### config.mk
export PLATFORM = sky130hd
export DESIGN_NAME = dstf_csr
export DESIGN_NICKNAME = d
export VERILOG_FILES = /design/src/hw/rtl/dstf_pkg.sv /design/src/hw/rtl/dstf_csr.sv
export SDC_FILE = /design/constraint.sdc
export NUM_CORES = 1
export LEC_CHECK = 0
export BUFFER_PORTS_ARGS = -buffer_cell sky130_fd_sc_hd__buf_2
export CAP_MARGIN = 20
export CORE_MARGIN = 4
export CORE_UTILIZATION = 37
export CTS_CLUSTER_SIZE = 8
export DETAILED_ROUTE_END_ITERATION = 16
export GPL_ROUTABILITY_DRIVEN = 0
export PLACE_DENSITY = 0.8
export RECOVER_POWER = 25
export SLEW_MARGIN = 30
export SYNTH_ARGS = -nofsm -noshare
export SYNTH_HDL_FRONTEND = slang
export SYNTH_SLANG_ARGS = --single-unit
export TNS_END_PERCENT = 50
### constraint.sdc
create_clock -name clock -period 0.96 [get_ports clock]
set_clock_uncertainty 0.15 [all_clocks]
set_input_delay 0 -clock clock [delete_from_list [all_inputs] [get_ports clock]]
set_output_delay 0 -clock clock [all_outputs]
set_load 0.02 [all_outputs]
### src/hw/rtl/dstf_pkg.sv
// Shared types and constants for the debounced step timestamp FIFO core.
// No dependencies; every other file refers to it by scoped names.
package dstf_pkg;

   // Fixed widths of the beat fields and the register port.
   localparam int DEBOUNCE_BITS   = 16;
   localparam int COUNT_BITS      = 32;
   localparam int FIELD_TIME_BITS = 48;
   localparam int STORED_BITS     = 8;
   localparam int WIDE_TIME_BITS  = 64;
   localparam int CSR_ADDR_BITS   = 3;
   localparam int CSR_DATA_BITS   = 32;

   // Defaults for the top-level parameters.
   localparam int FIFO_DEPTH_DEFAULT = 128;
   localparam int TIME_BITS_DEFAULT  = 48;

   // Reset value of the debounce length register.
   localparam logic [DEBOUNCE_BITS-1:0] DEBOUNCE_RESET = 16'd80;

   // Register index, taken from paddr[2] (registers are 4 bytes apart).
   localparam logic REG_DEBOUNCE = 1'b0;

   // Input beat kinds.
   localparam logic MODE_TICK = 1'b0;
   localparam logic MODE_POP  = 1'b1;

   typedef enum logic [1:0] {
      POP_NONE  = 2'd0,
      POP_DONE  = 2'd1,
      POP_EMPTY = 2'd2
   } pop_status_type;

   // Requests from the datapath to the timestamp FIFO for one beat.
   typedef struct packed {
      logic push_req;
      logic pop_req;
   } fifo_cmd_type;

   // What the FIFO did with those requests.
   typedef struct packed {
      logic pop_done;
      logic pop_empty;
   } fifo_stat_type;

endpackage

### src/hw/rtl/dstf_csr.sv
// Register port of the core: holds the debounce length register.
// Depends on dstf_pkg.
module dstf_csr (
   input  logic                                  clock,
   input  logic                                  reset,
   input  logic                                  psel,
   input  logic                                  penable,
   input  logic                                  pwrite,
   input  logic [dstf_pkg::CSR_ADDR_BITS-1:0]    paddr,
   input  logic [dstf_pkg::CSR_DATA_BITS-1:0]    pwdata,
   output logic [dstf_pkg::CSR_DATA_BITS-1:0]    prdata,
   output logic                                  pready,
   output logic [dstf_pkg::DEBOUNCE_BITS-1:0]    debounce_ticks
);

   logic [dstf_pkg::DEBOUNCE_BITS-1:0] debounce_ff;
   logic [dstf_pkg::DEBOUNCE_BITS-1:0] debounce_in;
   logic                               wr_hit;

   assign pready = 1'b1;
   assign wr_hit = psel && penable && pwrite && (paddr[2] == dstf_pkg::REG_DEBOUNCE);

   always_comb begin
      debounce_in = debounce_ff;
      if (wr_hit) begin
         debounce_in = pwdata[dstf_pkg::DEBOUNCE_BITS-1:0];
      end
   end

   always_ff @(posedge clock) begin
      if (reset) begin
         debounce_ff <= dstf_pkg::DEBOUNCE_RESET;
      end else begin
         debounce_ff <= debounce_in;
      end
   end

   always_comb begin
      prdata = '0;
      if (paddr[2] == dstf_pkg::REG_DEBOUNCE) begin
         prdata = dstf_pkg::CSR_DATA_BITS'(debounce_ff);
      end
   end

   assign debounce_ticks = debounce_ff;

endmodule

Yosys cells after proc, flatten, opt, wreduce, memory -nomap -nowiden
Index checks and enable logic that the tools add are counted.
- bits in registers: 16
- bits in latches: 0
- bits in writable memories: 0
- bits in read-only memories: 0
- bits of input ports: 40
- output and inout port bits: 49
- logic and storage cells: 6
- memories: 0
- add/sub/neg operators: 0
- $mul: 0
- div/mod/pow operators: 0
- order comparisons: 0
- equal/unequal tests: 0
- shifts and indexed selects: 0
- mux-type cells: 1
- bitwise operators: 1
- reduce and logical (&&, ||, !) cells: 3
- operators by type and width (cell ; number):
    $mux 16 ; 1
    $logic_and 1x1->1 ; 3
    $not 1->1 ; 1

Longest topological paths before layout
- depth in word-level cells: 3
- gate-level depth with buffers: 4
- depth with buffers taken out: 2

Worst setup path before layout
OpenSTA, ideal clock, no wires.
- kind: reg2out
- start point: register debounce_ff, in the netlist debounce_ticks[10]
- end point: output port prdata[10] (netlist name)
- arrival time: 0.806 ns
- setup slack: 0.004 ns
- stages on the path, launching flop included: 2
- path buffers: 0
- path through: dfxtp_1 > nor2b_1
- longest elaborated chain between the ends: 1
- RTL lines (element ; RTL line ; source):
    from (decl) ; dstf_csr.sv:16 ; logic [dstf_pkg::DEBOUNCE_BITS-1:0] debounce_ff;
    from (signal assigned) ; dstf_csr.sv:32 ; debounce_ff <= dstf_pkg::DEBOUNCE_RESET;
    from (signal assigned) ; dstf_csr.sv:34 ; debounce_ff <= debounce_in;
    $mux 16 ; dstf_csr.sv:40 ; if (paddr[2] == dstf_pkg::REG_DEBOUNCE) begin
    to (decl) ; dstf_csr.sv:11 ; output logic [dstf_pkg::CSR_DATA_BITS-1:0] prdata,
No other way between the ends.

Worst setup path after layout
- start point: register debounce_ff, in the netlist debounce_ticks[3]
- end point: output port prdata[3] (netlist name)
The elaborated chain is that of the path after synthesis.

==> metrics.md <==
| Metric | Value |
|---|---|
| Final count of negative-setup-slack endpoints | 21 |
| Startpoint types | flop |
| TritonRoute pass-1 iters | 4 |
| Clk Tree Root Cell | clkbuf_4 |
| Starting Density | 39.1% |
| Max incr delay on CP | 0.35 ns |
| Buffers plus inverters on the worst setup path | 1 |
| # DRC | 0 |
| Share of cells above drive strength 1 | 53.0% |
| Vias | 918 |
| Yosys synthesis warning count | 0 |
| First-pass GRT wire length | 4.17 mm |
| Max cap viols | 0 |
| Largest cells by area after synthesis | dfxtp_1 33%, nand2b_1 18%, mux2i_1 16% |
| Largest register FFs | 16 |
| Required time worst endpoint | 0.81 ns |
| Worst min-delay path category | in2reg |
| Core area | 0.00250 mm^2 |
| Iteration-0 DRC Markers | 6 |
| FP Rows | 18 |
| Syn Std Cell Area | 977 um^2 |
| Yosys top cell area share | 32.8% |
| GRT Resource Usage Total | 15.7% |
| Synth Area in Simple Gates | 32.3% |
| Fraction of synthesized cell area in xor and xnor cells | 0% |
| Synth-to-layout area growth | 69.9% |
| CP Cell Sequence | and2b_2 -> buf_6 |
| Gr ovfl total | 0 |
| Cell taking the most area after synthesis | dfxtp_1 |
| Final #Nets | 223 |
| Minimum clock period | 1.09 ns |
| RSZ-0062 raised after global routing | true |
| ANT cells | 0 |
| Tot Pwr | 1.41 mW |
| Clock-pin transition on the worst setup and hold timing paths | 0.09 ns |
| Pwr dens | 846 mW/mm^2 |
| Post-Synth Adder-Cell Area | 0% |
| CP endpoint kind | primary output |
| Final period utilization | 114% |
| Setup TNS Final | -1.67 ns |
| Peak supply drop | 0.571 mV |
| Crit path max-delay cell type | dfxtp_2 |
| CTS tree | yes |
| Vias in the first global route | 954 |
| Final wirelength | 2.81 mm |
| Fmax | 915 MHz |
| Crit path DAT | 0.94 ns |
| Final HPWL DP | 1.64 mm |
| H-tree lvl count | 1 |
| Num CTS Buffers | 3 |
| Clock sinks | 16 |
| Largest net degree at the start of global routing | 33 |
| Final-report hold violation count | 0 |
| Die extent in y | 59.4 um |
| Largest family of logic cells by synthesized area | simple AND/OR/NAND/NOR gates |
| Outcome | complete, but fails checks |
| Worst setup margin | -0.133 ns |
| Synth Area in Compound Gates | 0% |
| IO Pins | 89 |
| Seq/Total Area, Yosys | 32.8% |
| Netlist cell types | 12 |
| Max Buffers Root-to-Sink | 2 |
| Cells after Synth | 106 |
| Clk Latency, worst-skew pair | 0.27 ns |
| Crit Path Class | reg2out |
| Delay-heaviest family, CP | flip-flops |
| Crit-path max FO | 3 |
| Failing checks | setup timing |
| Final Max Tran Viols | 0 |
| Yosys reg bits | 16 |
| IO buf count | 53 |
| Antenna-violating nets left | 0 |
| Syn Area/Cell | 9.22 um^2 |
| Initial antenna violation count | 0 |
| Mux cell area share after synthesis | 16.4% |
| Die X-Extent | 59.4 um |
| Die area | 0.00353 mm^2 |
| Leak Pwr | 0.771 nW |
| Drt wl/cell | 13.3 um |
| Routed vias/inst | 4.35 |
-- final timing paths --
check | start | depth (start not counted) | endpoint | slack [ns]
min reg2reg | debounce_ticks[9] | 2 | debounce_ticks[9] | 0.33
max reg2reg | debounce_ticks[14] | 3 | debounce_ticks[14] | 0.10
max | debounce_ticks[3] | 2 | prdata[3] | -0.13
min | reset | 3 | debounce_ticks[4] | 0.04
-- synth_stat cells --
cell      number
nand2b_1      28
buf_4         17
dfxtp_1       16
mux2i_1       16
nor2b_1       10
and2b_2        6
clkbuf_1       4
nor2_1         4
conb_1         2
and4b_1        1
buf_12         1
buf_6          1
-- worst register-to-register path: cells and delay by family (launching register included) --
family / cells / cell delay [ns]
buffers and inverters: 1 / 0.10
DFF: 1 / 0.35
muxes: 1 / 0.14
and+or+nand+nor: 1 / 0.05
-- layout by cell type (no fill, tap or decap) --
master	synthesis	final
nand2b_1	28	28
buf_2	0	25
buf_6	1	22
conb_1	2	17
mux2i_1	16	16
dfxtp_2	0	16
dlygate4sd3_1	0	16
buf_4	17	16
nor2b_4	0	6
and2b_2	6	6
nor2_1	4	4
nor2b_1	10	3
clkbuf_4	0	3
nor2b_2	0	1
and4b_1	1	1
buf_12	1	1
-- per-layer routing --
layer	global-route usage (%)	part of all wire [%]	vias to the layer above
met5	0	0	-
met4	7.44	1.7	0
met3	1.96	5.9	4
met2	33.1	59	42
met1	14.0	33	423
li1	-	-	449
-- area by class of cell --
cell class                 instances  area, um^2
clock buffer                       3        22.5
fill                             203         840
sequential                        16         340
tap                               30        37.5
timing repair buffer              80         673
multi-input combinational         82         587
-- kinds of logic (layout without fill, tap and decap cells) --
logic type | Yosys count | after routing
buf+inv | 23 | 83
flops | 16 | 16
mux | 16 | 16
other cells | 2 | 17
simple gates | 49 | 49
-- where the power goes --
group / internal [mW] / switching [mW]
Clock: 0.145 / 0.197
Sequential: 0.681 / 0.0115
Combinational: 0.182 / 0.190
-- per-stage QoR --
step	std cells	cell area [um^2]	hold WS [ns]	utilization, %	setup slack, ns
final	211	1660	0.0382	66.4	-0.133
after global routing	211	1660	0.0578	66.4	-0.169
after CTS	210	1570	0.0423	62.6	-0.130
after detailed placement	183	1190	0.120	47.6	-0.0503
after global placement	183	1190	0.110	47.6	-0.00496
after floorplan	121	1030	0.00470	-	0.00391
-- what timing repair did --
item                                   in CTS  in global routing
pin swaps                                   0                  0
endpoints found under the hold margin      16                  0
hold buffers                               16                  0
setup endpoints to repair                  25                 29
setup buffers                               8                  1
resized for setup                          53                 22
Power figures use the tool's default switching activity.
