==> src/hw/rtl/dstf_pkg.sv <==
// Shared types and constants for the debounced step timestamp FIFO core.
// No dependencies; every other file refers to it by scoped names.
package dstf_pkg;

   // Fixed widths of the beat fields and the register port.
   localparam int DEBOUNCE_BITS   = 16;
   localparam int COUNT_BITS      = 32;
   localparam int FIELD_TIME_BITS = 48;
   localparam int STORED_BITS     = 8;
   localparam int WIDE_TIME_BITS  = 64;
   localparam int CSR_ADDR_BITS   = 3;
   localparam int CSR_DATA_BITS   = 32;

   // Defaults for the top-level parameters.
   localparam int FIFO_DEPTH_DEFAULT = 128;
   localparam int TIME_BITS_DEFAULT  = 48;

   // Reset value of the debounce length register.
   localparam logic [DEBOUNCE_BITS-1:0] DEBOUNCE_RESET = 16'd80;

   // Register index, taken from paddr[2] (registers are 4 bytes apart).
   localparam logic REG_DEBOUNCE = 1'b0;

   // Input beat kinds.
   localparam logic MODE_TICK = 1'b0;
   localparam logic MODE_POP  = 1'b1;

   typedef enum logic [1:0] {
      POP_NONE  = 2'd0,
      POP_DONE  = 2'd1,
      POP_EMPTY = 2'd2
   } pop_status_type;

   // Requests from the datapath to the timestamp FIFO for one beat.
   typedef struct packed {
      logic push_req;
      logic pop_req;
   } fifo_cmd_type;

   // What the FIFO did with those requests.
   typedef struct packed {
      logic pop_done;
      logic pop_empty;
   } fifo_stat_type;

endpackage

==> src/hw/rtl/dstf_debounce.sv <==
// Debounce state machine, millisecond time base and step counters.
// Depends on dstf_pkg.
module dstf_debounce #(
   parameter int TIME_BITS = dstf_pkg::TIME_BITS_DEFAULT
) (
   input  logic                                  clock,
   input  logic                                  reset,
   input  logic                                  tick,
   input  logic                                  sample,
   input  logic [dstf_pkg::DEBOUNCE_BITS-1:0]    debounce_ticks,
   output logic                                  accepted,
   output logic [dstf_pkg::COUNT_BITS-1:0]       total_in,
   output logic [TIME_BITS-1:0]                  latest_in
);

   logic [TIME_BITS-1:0]               time_ff, time_in;
   logic                               prev_ff, prev_in;
   logic                               known_ff, known_in;
   logic                               stable_ff, stable_in;
   logic                               pend_valid_ff, pend_valid_in;
   logic                               pend_value_ff, pend_value_in;
   logic [dstf_pkg::DEBOUNCE_BITS-1:0] count_ff, count_in;
   logic                               running_ff, running_in;
   logic [dstf_pkg::COUNT_BITS-1:0]    total_ff;
   logic [TIME_BITS-1:0]               latest_ff;
   logic                               restarted;

   always_comb begin
      time_in       = time_ff;
      prev_in       = prev_ff;
      known_in      = known_ff;
      stable_in     = stable_ff;
      pend_valid_in = pend_valid_ff;
      pend_value_in = pend_value_ff;
      count_in      = count_ff;
      running_in    = running_ff;
      total_in      = total_ff;
      latest_in     = latest_ff;
      accepted      = 1'b0;
      restarted     = 1'b0;

      if (tick) begin
         time_in = time_ff + TIME_BITS'(1);
         if (!known_ff) begin
            // First sample after reset only sets the stable level.
            known_in  = 1'b1;
            stable_in = sample;
            prev_in   = sample;
         end else begin
            if (sample != prev_ff) begin
               if (sample == stable_ff) begin
                  pend_valid_in = 1'b0;
               end else if (!pend_valid_ff || (pend_value_ff != sample)) begin
                  pend_valid_in = 1'b1;
                  pend_value_in = sample;
                  count_in      = debounce_ticks;
                  running_in    = 1'b1;
                  restarted     = 1'b1;
               end
            end
            prev_in = sample;

            if (running_ff && !restarted) begin
               if (count_ff <= dstf_pkg::DEBOUNCE_BITS'(1)) begin
                  count_in   = '0;
                  running_in = 1'b0;
                  if (pend_valid_in && (sample == pend_value_ff) &&
                      (pend_value_ff != stable_ff)) begin
                     stable_in = pend_value_ff;
                     latest_in = time_in;
                     total_in  = total_ff + dstf_pkg::COUNT_BITS'(1);
                     accepted  = 1'b1;
                  end
               end else begin
                  count_in = count_ff - dstf_pkg::DEBOUNCE_BITS'(1);
               end
            end
         end
      end
   end

   always_ff @(posedge clock) begin
      if (reset) begin
         time_ff       <= '0;
         prev_ff       <= 1'b0;
         known_ff      <= 1'b0;
         stable_ff     <= 1'b0;
         pend_valid_ff <= 1'b0;
         pend_value_ff <= 1'b0;
         count_ff      <= '0;
         running_ff    <= 1'b0;
         total_ff      <= '0;
         latest_ff     <= '0;
      end else begin
         time_ff       <= time_in;
         prev_ff       <= prev_in;
         known_ff      <= known_in;
         stable_ff     <= stable_in;
         pend_valid_ff <= pend_valid_in;
         pend_value_ff <= pend_value_in;
         count_ff      <= count_in;
         running_ff    <= running_in;
         total_ff      <= total_in;
         latest_ff     <= latest_in;
      end
   end

endmodule

==> config.mk <==
export PLATFORM = sky130hd
export DESIGN_NAME = dstf_debounce
export DESIGN_NICKNAME = d
export VERILOG_FILES = /design/src/hw/rtl/dstf_pkg.sv /design/src/hw/rtl/dstf_debounce.sv
export SDC_FILE = /design/constraint.sdc
export NUM_CORES = 1
export LEC_CHECK = 0
export ABC_AREA = 1
export ABC_CLOCK_PERIOD_IN_PS = 5200
export BUFFER_PORTS_ARGS = -buffer_cell sky130_fd_sc_hd__buf_2
export CAP_MARGIN = 5
export CORE_ASPECT_RATIO = 1.25
export CORE_MARGIN = 10
export CORE_UTILIZATION = 35
export DETAILED_ROUTE_END_ITERATION = 16
export SLEW_MARGIN = 10
export SYNTH_ARGS = -nofsm -noshare
export SYNTH_HDL_FRONTEND = slang
export SYNTH_SLANG_ARGS = --single-unit
export TNS_END_PERCENT = 20
==> constraint.sdc <==
create_clock -name clock -period 5.2 [get_ports clock]
set_input_delay 0.52 -clock clock [delete_from_list [all_inputs] [get_ports clock]]
set_output_delay 0.52 -clock clock [all_outputs]
set_load 0.02 [all_outputs]
# After elaboration in Yosys (flattened, before gate mapping)
# Cells that the tools add are included.
totals:
  reg_bits: 150
  input_bits: 20
  out_inout_bits: 81
  word_cells: 75
op_classes:
  add_sub_neg: 3
  n_lt_le_gt_ge: 1
  eq_ne: 9
  mux: 39
  n_bitwise: 1
  n_reduce_logical: 12
ops:
  columns: ["op", "n"]
  rows:
  - ["$mux W48", 5]
  - ["$mux W32", 5]
  - ["$mux W16", 5]
  - ["$add A48 B1 Y48 const B", 1]
  - ["$add A32 B1 Y32 const B", 1]
  - ["$mux W1", 24]
  - ["$le A16 B1 Y1 const B", 1]
  - ["$sub A16 B1 Y16 const B", 1]
  - ["$reduce_and A5 Y1", 2]
  - ["$ne A2 B1 Y1 const B", 4]
  - ["$reduce_and A4 Y1", 1]
  - ["$reduce_bool A2 Y1", 2]
  - ["$logic_and A1 B1 Y1", 3]
  - ["$ne A1 B1 Y1", 3]
  - ["$eq A1 B1 Y1", 2]
  - ["$logic_not A1 Y1", 2]
  - ["$reduce_and A2 Y1", 1]
  - ["$logic_or A1 B1 Y1", 1]
  - ["$not A1 Y1", 1]

# Depth between registers and ports, before layout
# Gate-level depths: netlist of run 1.
depth:
  ltp_word: 14
  depth_mapped: 13
  mapped_depth_nobuf: 13

# Worst setup path before layout of run 1
# OpenSTA, ideal clock, no wires.
synth_path:
  path_kind: "input port to output port"
  start: "input sample"
  end: "output latest_in[16]"
  arrival_ns: 1.843
  t_required_ns: 4.680
  slack_ns: 2.837
  cell_stages: 13
  cell_sequence: "inv_2 > nand2_1 > nand2_1 > nand2_2 > nand2_1 > nand3_2 > nor2_4 > nand3_2 > inv_2 > buf_2 > nand2_1 > o21ai_0 > inv_1"
synth_between:
  elab_chain_cells: 14
synth_rtl:
  columns: ["element", "line", "text"]
  rows:
  - ["from (decl)", "dstf_debounce.sv:9", "input logic sample,"]
  - ["$ne A1 B1 Y1", "dstf_debounce.sv:53", "end else if (!pend_valid_ff || (pend_value_ff != sample)) begin"]
  - ["$logic_or A1 B1 Y1", "dstf_debounce.sv:53", null]
  - ["$mux W1", "dstf_debounce.sv:53", null]
  - ["$mux W1", "dstf_debounce.sv:51", "if (sample == stable_ff) begin"]
  - ["$mux W1", "dstf_debounce.sv:50", "if (sample != prev_ff) begin"]
  - ["$mux W1", "dstf_debounce.sv:44", "if (!known_ff) begin"]
  - ["$mux W1", "dstf_debounce.sv:42", "if (tick) begin"]
  - ["$logic_and A1 B1 Y1 (2 in a row)", "dstf_debounce.sv:67", "if (pend_valid_in && (sample == pend_value_ff) &&"]
  - ["$mux W48", "dstf_debounce.sv:67", null]
  - ["$mux W48", "dstf_debounce.sv:64", "if (count_ff <= dstf_pkg::DEBOUNCE_BITS'(1)) begin"]
  - ["$mux W48 *", "dstf_debounce.sv:63", "if (running_ff && !restarted) begin"]
  - ["$mux W48 *", "dstf_debounce.sv:44", null]
  - ["$mux W48 *", "dstf_debounce.sv:42", null]
  - ["to (decl)", "dstf_debounce.sv:13", "output logic [TIME_BITS-1:0] latest_in"]
# Every way passes the cells marked *; elsewhere a longest branch is shown, timed or not. The select of a mux whose other input is x is not followed.

# Worst setup path after layout of run 1
layout_path:
  start: "register count_ff[0] (netlist name)"
  end: "output total_in[17] (netlist name)"
layout_between:
  elab_chain_cells: 5
layout_rtl:
  columns: ["element", "line", "text"]
  rows:
  - ["from (decl)", "dstf_debounce.sv:22", "logic [dstf_pkg::DEBOUNCE_BITS-1:0] count_ff, count_in;"]
  - ["from (signal assigned)", "dstf_debounce.sv:101", "count_ff <= count_in;"]
  - ["$le A16 B1 Y1", "dstf_debounce.sv:64", null]
  - ["$mux W32", "dstf_debounce.sv:64", null]
  - ["$mux W32", "dstf_debounce.sv:63", null]
  - ["$mux W32", "dstf_debounce.sv:44", null]
  - ["$mux W32", "dstf_debounce.sv:42", null]
  - ["to (decl)", "dstf_debounce.sv:12", "output logic [dstf_pkg::COUNT_BITS-1:0] total_in,"]
# Every way passes these cells.

==> summary.txt, run 1 <==
Outcome
  • Run status: finished clean

Floorplanning
  • Starting Density: 35.5%
  • Floorplan row count: 63
  • Die area: 30600 um2
  • Die Ht: 193 um
  • IO Count: between 100 and 150
  • Core ar.: 23600 um2
  • Die W: 158 um

Final layout
  • Final Cell Area: 9650 um2
  • Share of layout cells above drive strength 1: 11.1%
  • Area Growth Syn to Fin: 15.0%
  • Ant. Diodes: 0
  • # nets final: 1435

Place
  • Port buffer count: 100
  • Gpl congestion: 0.957
  • DP HPWL: around 18000 um
  • DP Area: 9080 um2

Yosys
  • Post-Syn Area: 8390 um2
  • Post-synth EDFFs: 0
  • Avg Cell Area, Syn: 6.29 um2
  • Ys Warns: 0
  • Register area share after synthesis: 35.8%
  • Post-synthesis register bit count: 150
  • Synthesized Nets: about 1.4k
  • Post-synth cell types: 38
  • Mapped Cells: 1333
  • Prevailing post-synth register cell: dfxtp_1
  • Ys async rst share: 0%

Global routing
  • First-pass GRT wire length: a little under 40000 um
  • Initial antenna violation count: 0
  • GRT Overall Usage: 15.7%
  • Total grt overflow: 0
  • Largest net degree at the start of global routing: 80
  • Vias in the first global route: between 7k and 8k

Clock network
  • Root buffer cell: clkbuf_16
  • CTS sink count: 150
  • CTS Buf Count: 17
  • Htree depth: 4
  • Worst-Skew Late Latency: 0.43 ns
  • CTS tree: built
  • Clk buf depth: 2
  • Setup bufs post-CTS: 0
  • Resized cells post-CTS: 0
  • Hold-fix buffers, CTS: 0
  • Worst-path clk slew: approximately 0.06 ns

Flow run
  • Max Cap Viol: 0

Timing
  • Max_slew headroom: 27.4%
  • Worst-Margin Slew: 1.09 ns
  • Final min period: ~3.8 ns
  • Setup_tns: 0 ns
  • Final Hold Vio Count: 0
  • Max Fclk: 0.265 GHz
  • Unrepaired setup endpoints after global routing: no
  • Setup Skew: 0.0106 ns
  • Hold WS: 0.358 ns
  • Final Max Slew Viols: 0
  • Period utilization: 72.5%
  • Final setup fails: 0

Detailed routing
  • Detailed Routing Iterations Pass 1: 5
  • Met2 wire length: 12300 um
  • Met3 routed WL: 923 um
  • WL met1: 10200 um
  • DR top layer: met4
  • Routed vias: 8260
  • Final wirelength: 24000 um
  • DRC: 0
  • Detail Route Antenna Nets: 0
  • Avg WL per Cell: 14.0 um
  • Vias/cell: just under 5
  • Initial DRC Count: between 400 and 500

Setup path
  • Critical Path RT: 4.68 ns
  • Crit path max fanout: 37
  • WP buf/inv: 4
  • Critical Path Sink Type: primary output
  • Highest-delay cell along the critical path: inv_2
  • Cell-by-cell trace of the critical path: inv_1 -> ha_1 -> o211ai_1 -> nor3_1 -> nand3_2 -> inv_2 -> nand3_1 -> nand2_1 -> inv_1 -> buf_2
  • Most frequent CP cell: inv_1
  • Crit path arrival time: 3.25 ns
  • CP delay by family, top: simple AND/OR/NAND/NOR gates
  • Worst setup path class: flop to primary output
  • CP peak stage delay: 0.69 ns
  • Worst Setup Start Kind: flop

Pwr
  • LEAKAGE: 4.83 nW
  • Pwr Total: 0.00269 W
  • Pwr dens: 278 nW/um2
  • Maximum vdd drop: around 210 uV

Hold path
  • Worst min path class: primary input to flop
==> flip-flops by register name, indices dropped and copies added (netlist names) <==
signal,count
count_ff,16
known_ff,1
latest_ff,48
pend_valid_ff,1
pend_value_ff,1
prev_ff,1
running_ff,1
stable_ff,1
time_ff,48
total_ff,32
==> cells by family after synthesis <==
family                     Yosys count  synth area share (%)
AOI/OAI and AO/OA                  199                  12.7
buffers and inverters              267                  12.5
adders and majority gates            4                 0.597
DFF                                150                  35.8
and+or+nand+nor                    667                  33.6
xor gates and xnor gates            46                  4.80
==> final timing paths <==
check | endpoint | startpoint | cells past startpoint | slack (ns)
min reg2reg | latest_ff[43] | latest_ff[43] | 2 | 0.47
max | total_in[17] | count_ff[0] | 10 | 1.43
max reg2reg | total_ff[17] | count_ff[0] | 9 | 2.40
min | count_ff[9] | debounce_ticks[9] | 3 | 0.36
==> synth_stat cells, types with 3 or more instances <==
| master | count | area share, % |
|---|---|---|
| buf_1 | 4 | 0.18 |
| nand3b_1 | 9 | 0.81 |
| nor2_1 | 165 | 7.4 |
| ha_1 | 4 | 0.60 |
| and2_1 | 4 | 0.30 |
| or2_2 | 5 | 0.37 |
| xor2_1 | 37 | 3.9 |
| dfxtp_1 | 150 | 36 |
| buf_2 | 8 | 0.48 |
| xnor2_1 | 9 | 0.94 |
| o211ai_1 | 8 | 0.72 |
| a31oi_1 | 15 | 1.1 |
| nand3_2 | 3 | 0.36 |
| o21ai_0 | 74 | 4.4 |
| nand4_1 | 34 | 2.5 |
| buf_4 | 6 | 0.54 |
| clkbuf_1 | 27 | 1.2 |
| nand2_1 | 342 | 15 |
| nor3_1 | 38 | 2.3 |
| nand3_1 | 57 | 3.4 |
| inv_1 | 218 | 9.8 |
| o21ai_1 | 18 | 1.1 |
| a21oi_1 | 77 | 4.6 |
==> area by class of cell <==
type,count,area [um2]
Clock inverter,14,135
Timing Repair Buffer,106,548
Multi-Input combinational cell,916,4340
Clock buffer,18,429
Inverter,220,826
Tap cell,292,365
Fill cell,2620,14000
Sequential cell,150,3000
==> cells in the final DEF (no fill, tap or decap), drive strengths merged, types with 9 or more instances in the layout <==
master	count
nand2	343
inv	221
nor2	169
dfxtp	150
buf	106
o21ai	93
a21oi	78
nand3	60
nor3	39
xor2	37
nand4	34
clkbuf	18
a31oi	15
xnor2	9
nand3b	9
==> metal layers <==
layer / track usage (%) / vias to the layer above
li1: - / 4348
met1: 17.9 / 3718
met2: 28.3 / 156
met3: 3.02 / 38
met4: 5.42 / 0
met5: 0 / -
==> power breakdown <==
group          internal (W)  switching (W)  leakage, nW
clock              0.000702       0.000515        0.275
combinational     0.0000850       0.000167         3.34
sequential          0.00118      0.0000329         1.22
==> tightest hold or removal path, stage by stage <==
cell and delay [ns]:
buf_2 0.09, nand2_1 0.05, a31oi_1 0.07
==> stage by stage <==
| step | cells | setup WS [ns] | utilization (%) |
|---|---|---|---|
| floorplan | 1333 | 2.84 | - |
| global placement | 1684 | 1.70 | 38.4 |
| detailed placement | 1684 | 1.63 | 38.4 |
| CTS | 1716 | 1.37 | 40.8 |
| global route | 1716 | 1.06 | 40.8 |
| finish | 1716 | 1.43 | 40.8 |
No activity file was read; power rests on OpenSTA's default activity.
==> inputs of run 2 (changes only) <==
- ABC_CLOCK_PERIOD_IN_PS: 5200 -> 3600
- clock period: 5.2 -> 3.6 ns (I/O delays scaled with it)
==> run 2 against run 1 <==
  * Combinational power increased by 44%
  * Largest power group unchanged
  * Highest routed layer unchanged
  * Critical path type unchanged
  * Worst setup slack got worse by 0.94 ns
  * Total power up 44%
==> summary.txt, run 2 (synthesis results as in run 1) <==
Outcome
  • Run status: finished clean

Place
  • Port buffer count: 100
  • Pre-CTS WS: 0.864 ns
  • Gpl congestion: 0.923
  • DP Area: 9090 um2
  • DP HPWL: 17900 um

Clock network
  • Clk buf depth: 2
  • Setup bufs post-CTS: 0
  • Resized cells post-CTS: 0
  • Root buffer cell: clkbuf_16
  • Worst-Skew Late Latency: 0.43 ns
  • CTS sink count: 150
  • Worst-path clk slew: 0.06 ns
  • CTS Buf Count: 17
  • Hold-fix buffers, CTS: 0
  • Htree depth: 4
  • CTS tree: built

Floorplanning
  • IO Count: 101
  • Die area: 30600 um2
  • Floorplan row count: 63
  • Die Ht: 193 um
  • Starting Density: a little over a third
  • Die W: 158 um
  • Core ar.: 23600 um2

Global routing
  • Largest net degree at the start of global routing: between 70 and 80
  • Vias in the first global route: 8083
  • Total grt overflow: 0
  • Initial antenna violation count: 0
  • GRT Overall Usage: 16.0%
  • First-pass GRT wire length: 39700 um

Detailed routing
  • Routed vias: 8188
  • DRC: 0
  • Detail Route Antenna Nets: 0
  • Detailed Routing Iterations Pass 1: 5
  • Final wirelength: 23700 um
  • Vias/cell: approximately 4.8
  • Avg WL per Cell: roughly 14 um
  • Initial DRC Count: 410

Setup path
  • Worst setup path class: flop to primary output
  • Critical Path RT: 3.24 ns
  • Worst Setup Start Kind: flop
  • Crit path max fanout: 6
  • RR Endpoint: latest_ff[33]
  • Critical Path Sink Type: primary output
  • Worst r2r src: time_ff[2]
  • R2r setup slk: 1.32 ns
  • Worst Reg-to-Reg Cells: 13
  • Crit path arrival time: 2.75 ns

Final layout
  • Largest regs: latest_ff: 48 flops, time_ff: 48 flops, total_ff: 32 flops
  • Final Cell Area: 9670 um2
  • Fin util: 40.9%
  • Most frequent cells in the layout: nand2_1 (342), inv_1 (218), nor2_1 (165)
  • # nets final: around 1.4k
  • Area Growth Syn to Fin: 15.2%
  • Share of layout cells above drive strength 1: between 10% and 20%
  • Commonest non-fill, non-tap cell in the layout: nand2_1
  • Ant. Diodes: 0

Timing
  • Period utilization: a little under nine tenths
  • Final setup fails: 0
  • Worst-Margin Slew: 1.12 ns
  • Max_slew headroom: 25.3%
  • Final min period: about 3.1 ns
  • Final Max Slew Viols: 0
  • Setup_tns: 0 ns
  • Setup Skew: 0.00902 ns
  • Max Fclk: 0.322 GHz
  • Final worst slack: between 0.4 and 0.5 ns
  • Final Hold Vio Count: 0
  • Unrepaired setup endpoints after global routing: no

Hold path
  • Hold Path Origin: debounce_ticks[7]
  • Worst min path class: primary input to flop
  • Min-Delay Endpoint: count_ff[7]
  • Worst hold path depth: 3

Pwr
  • Maximum vdd drop: about 340 uV
  • Pwr dens: 400 nW/um2
  • LEAKAGE: approximately 4.8 nW

Flow run
  • Max Cap Viol: 0
[run 2: cell count changes in the layout (fill, tap and decap cells not counted), sizes merged]
| cell | before | now |
|---|---|---|
| buf | 106 | 107 |
| bufinv | 2 | 1 |
| clkbuf | 18 | 19 |
| clkinv | 8 | 5 |
| clkinvlp | 3 | 5 |
| inv | 221 | 222 |
[run 2: cell type report]
| cell class | count | area [um2] |
|---|---|---|
| clock inverters | 13 | 125 |
| fillers | 2600 | 14000 |
| multi-input cells | 916 | 4340 |
| clock buffers | 19 | 453 |
| well taps | 292 | 365 |
| inverters | 220 | 826 |
| repair buffers | 107 | 556 |
| flip-flops and latches | 150 | 3000 |
[run 2: worst max-delay path, cell delays in order (launching register included)]
cell and delay (ns):
dfxtp_1 0.44, nand3_1 0.23, inv_1 0.16, nand2_1 0.15, inv_1 0.13, nand2_1 0.05, nor2_1 0.25, nand2_1 0.23
o21ai_0 0.20, nand2_1 0.09, nand2_1 0.06, nand2_1 0.09, inv_1 0.06, buf_2 0.16
[run 2: how the worst max path moves through the flow]
stage / from / endpoint / slack [ns] / cells past startpoint
6_report: time_ff[2] / latest_in[33] / 0.49 / 13
5_1_grt: time_ff[2] / latest_in[33] / 0.20 / 13
4_1_cts: time_ff[1] / latest_in[14] / 0.48 / 8
3_5_place_dp: sample / total_in[7] / 0.86 / 15
3_3_place_gp: sample / latest_in[40] / 0.93 / 13
2_1_floorplan: total_ff[0] / total_in[30] / 1.47 / 11
[run 2: per-stage QoR]
stage,std cells,hold slack (ns),total power [W]
after floorplan,1333,0.447,0.00206
after global placement,1685,0.459,0.00215
after detailed placement,1685,0.463,0.00216
after CTS,1717,0.177,0.00393
after global routing,1717,0.193,0.00404
final,1717,0.200,0.00387
[run 2: where the power goes]
group | leakage, nW | switching (W) | internal (W) | total, W
sequential | 1.22 | 0.0000474 | 0.00171 | 0.00176
clock | 0.268 | 0.000758 | 0.000994 | 0.00175
combinational | 3.34 | 0.000240 | 0.000123 | 0.000363
total | 4.83 | 0.00105 | 0.00283 | 0.00387
[run 2: per-layer routing]
layer | vias up | track usage [%] | part of all wire (%)
met5 | - | 0 | 0
li1 | 4353 | - | -
met1 | 3694 | 17.8 | 43
met4 | 0 | 5.82 | 2.0
met3 | 26 | 3.37 | 2.9
met2 | 115 | 29.3 | 52
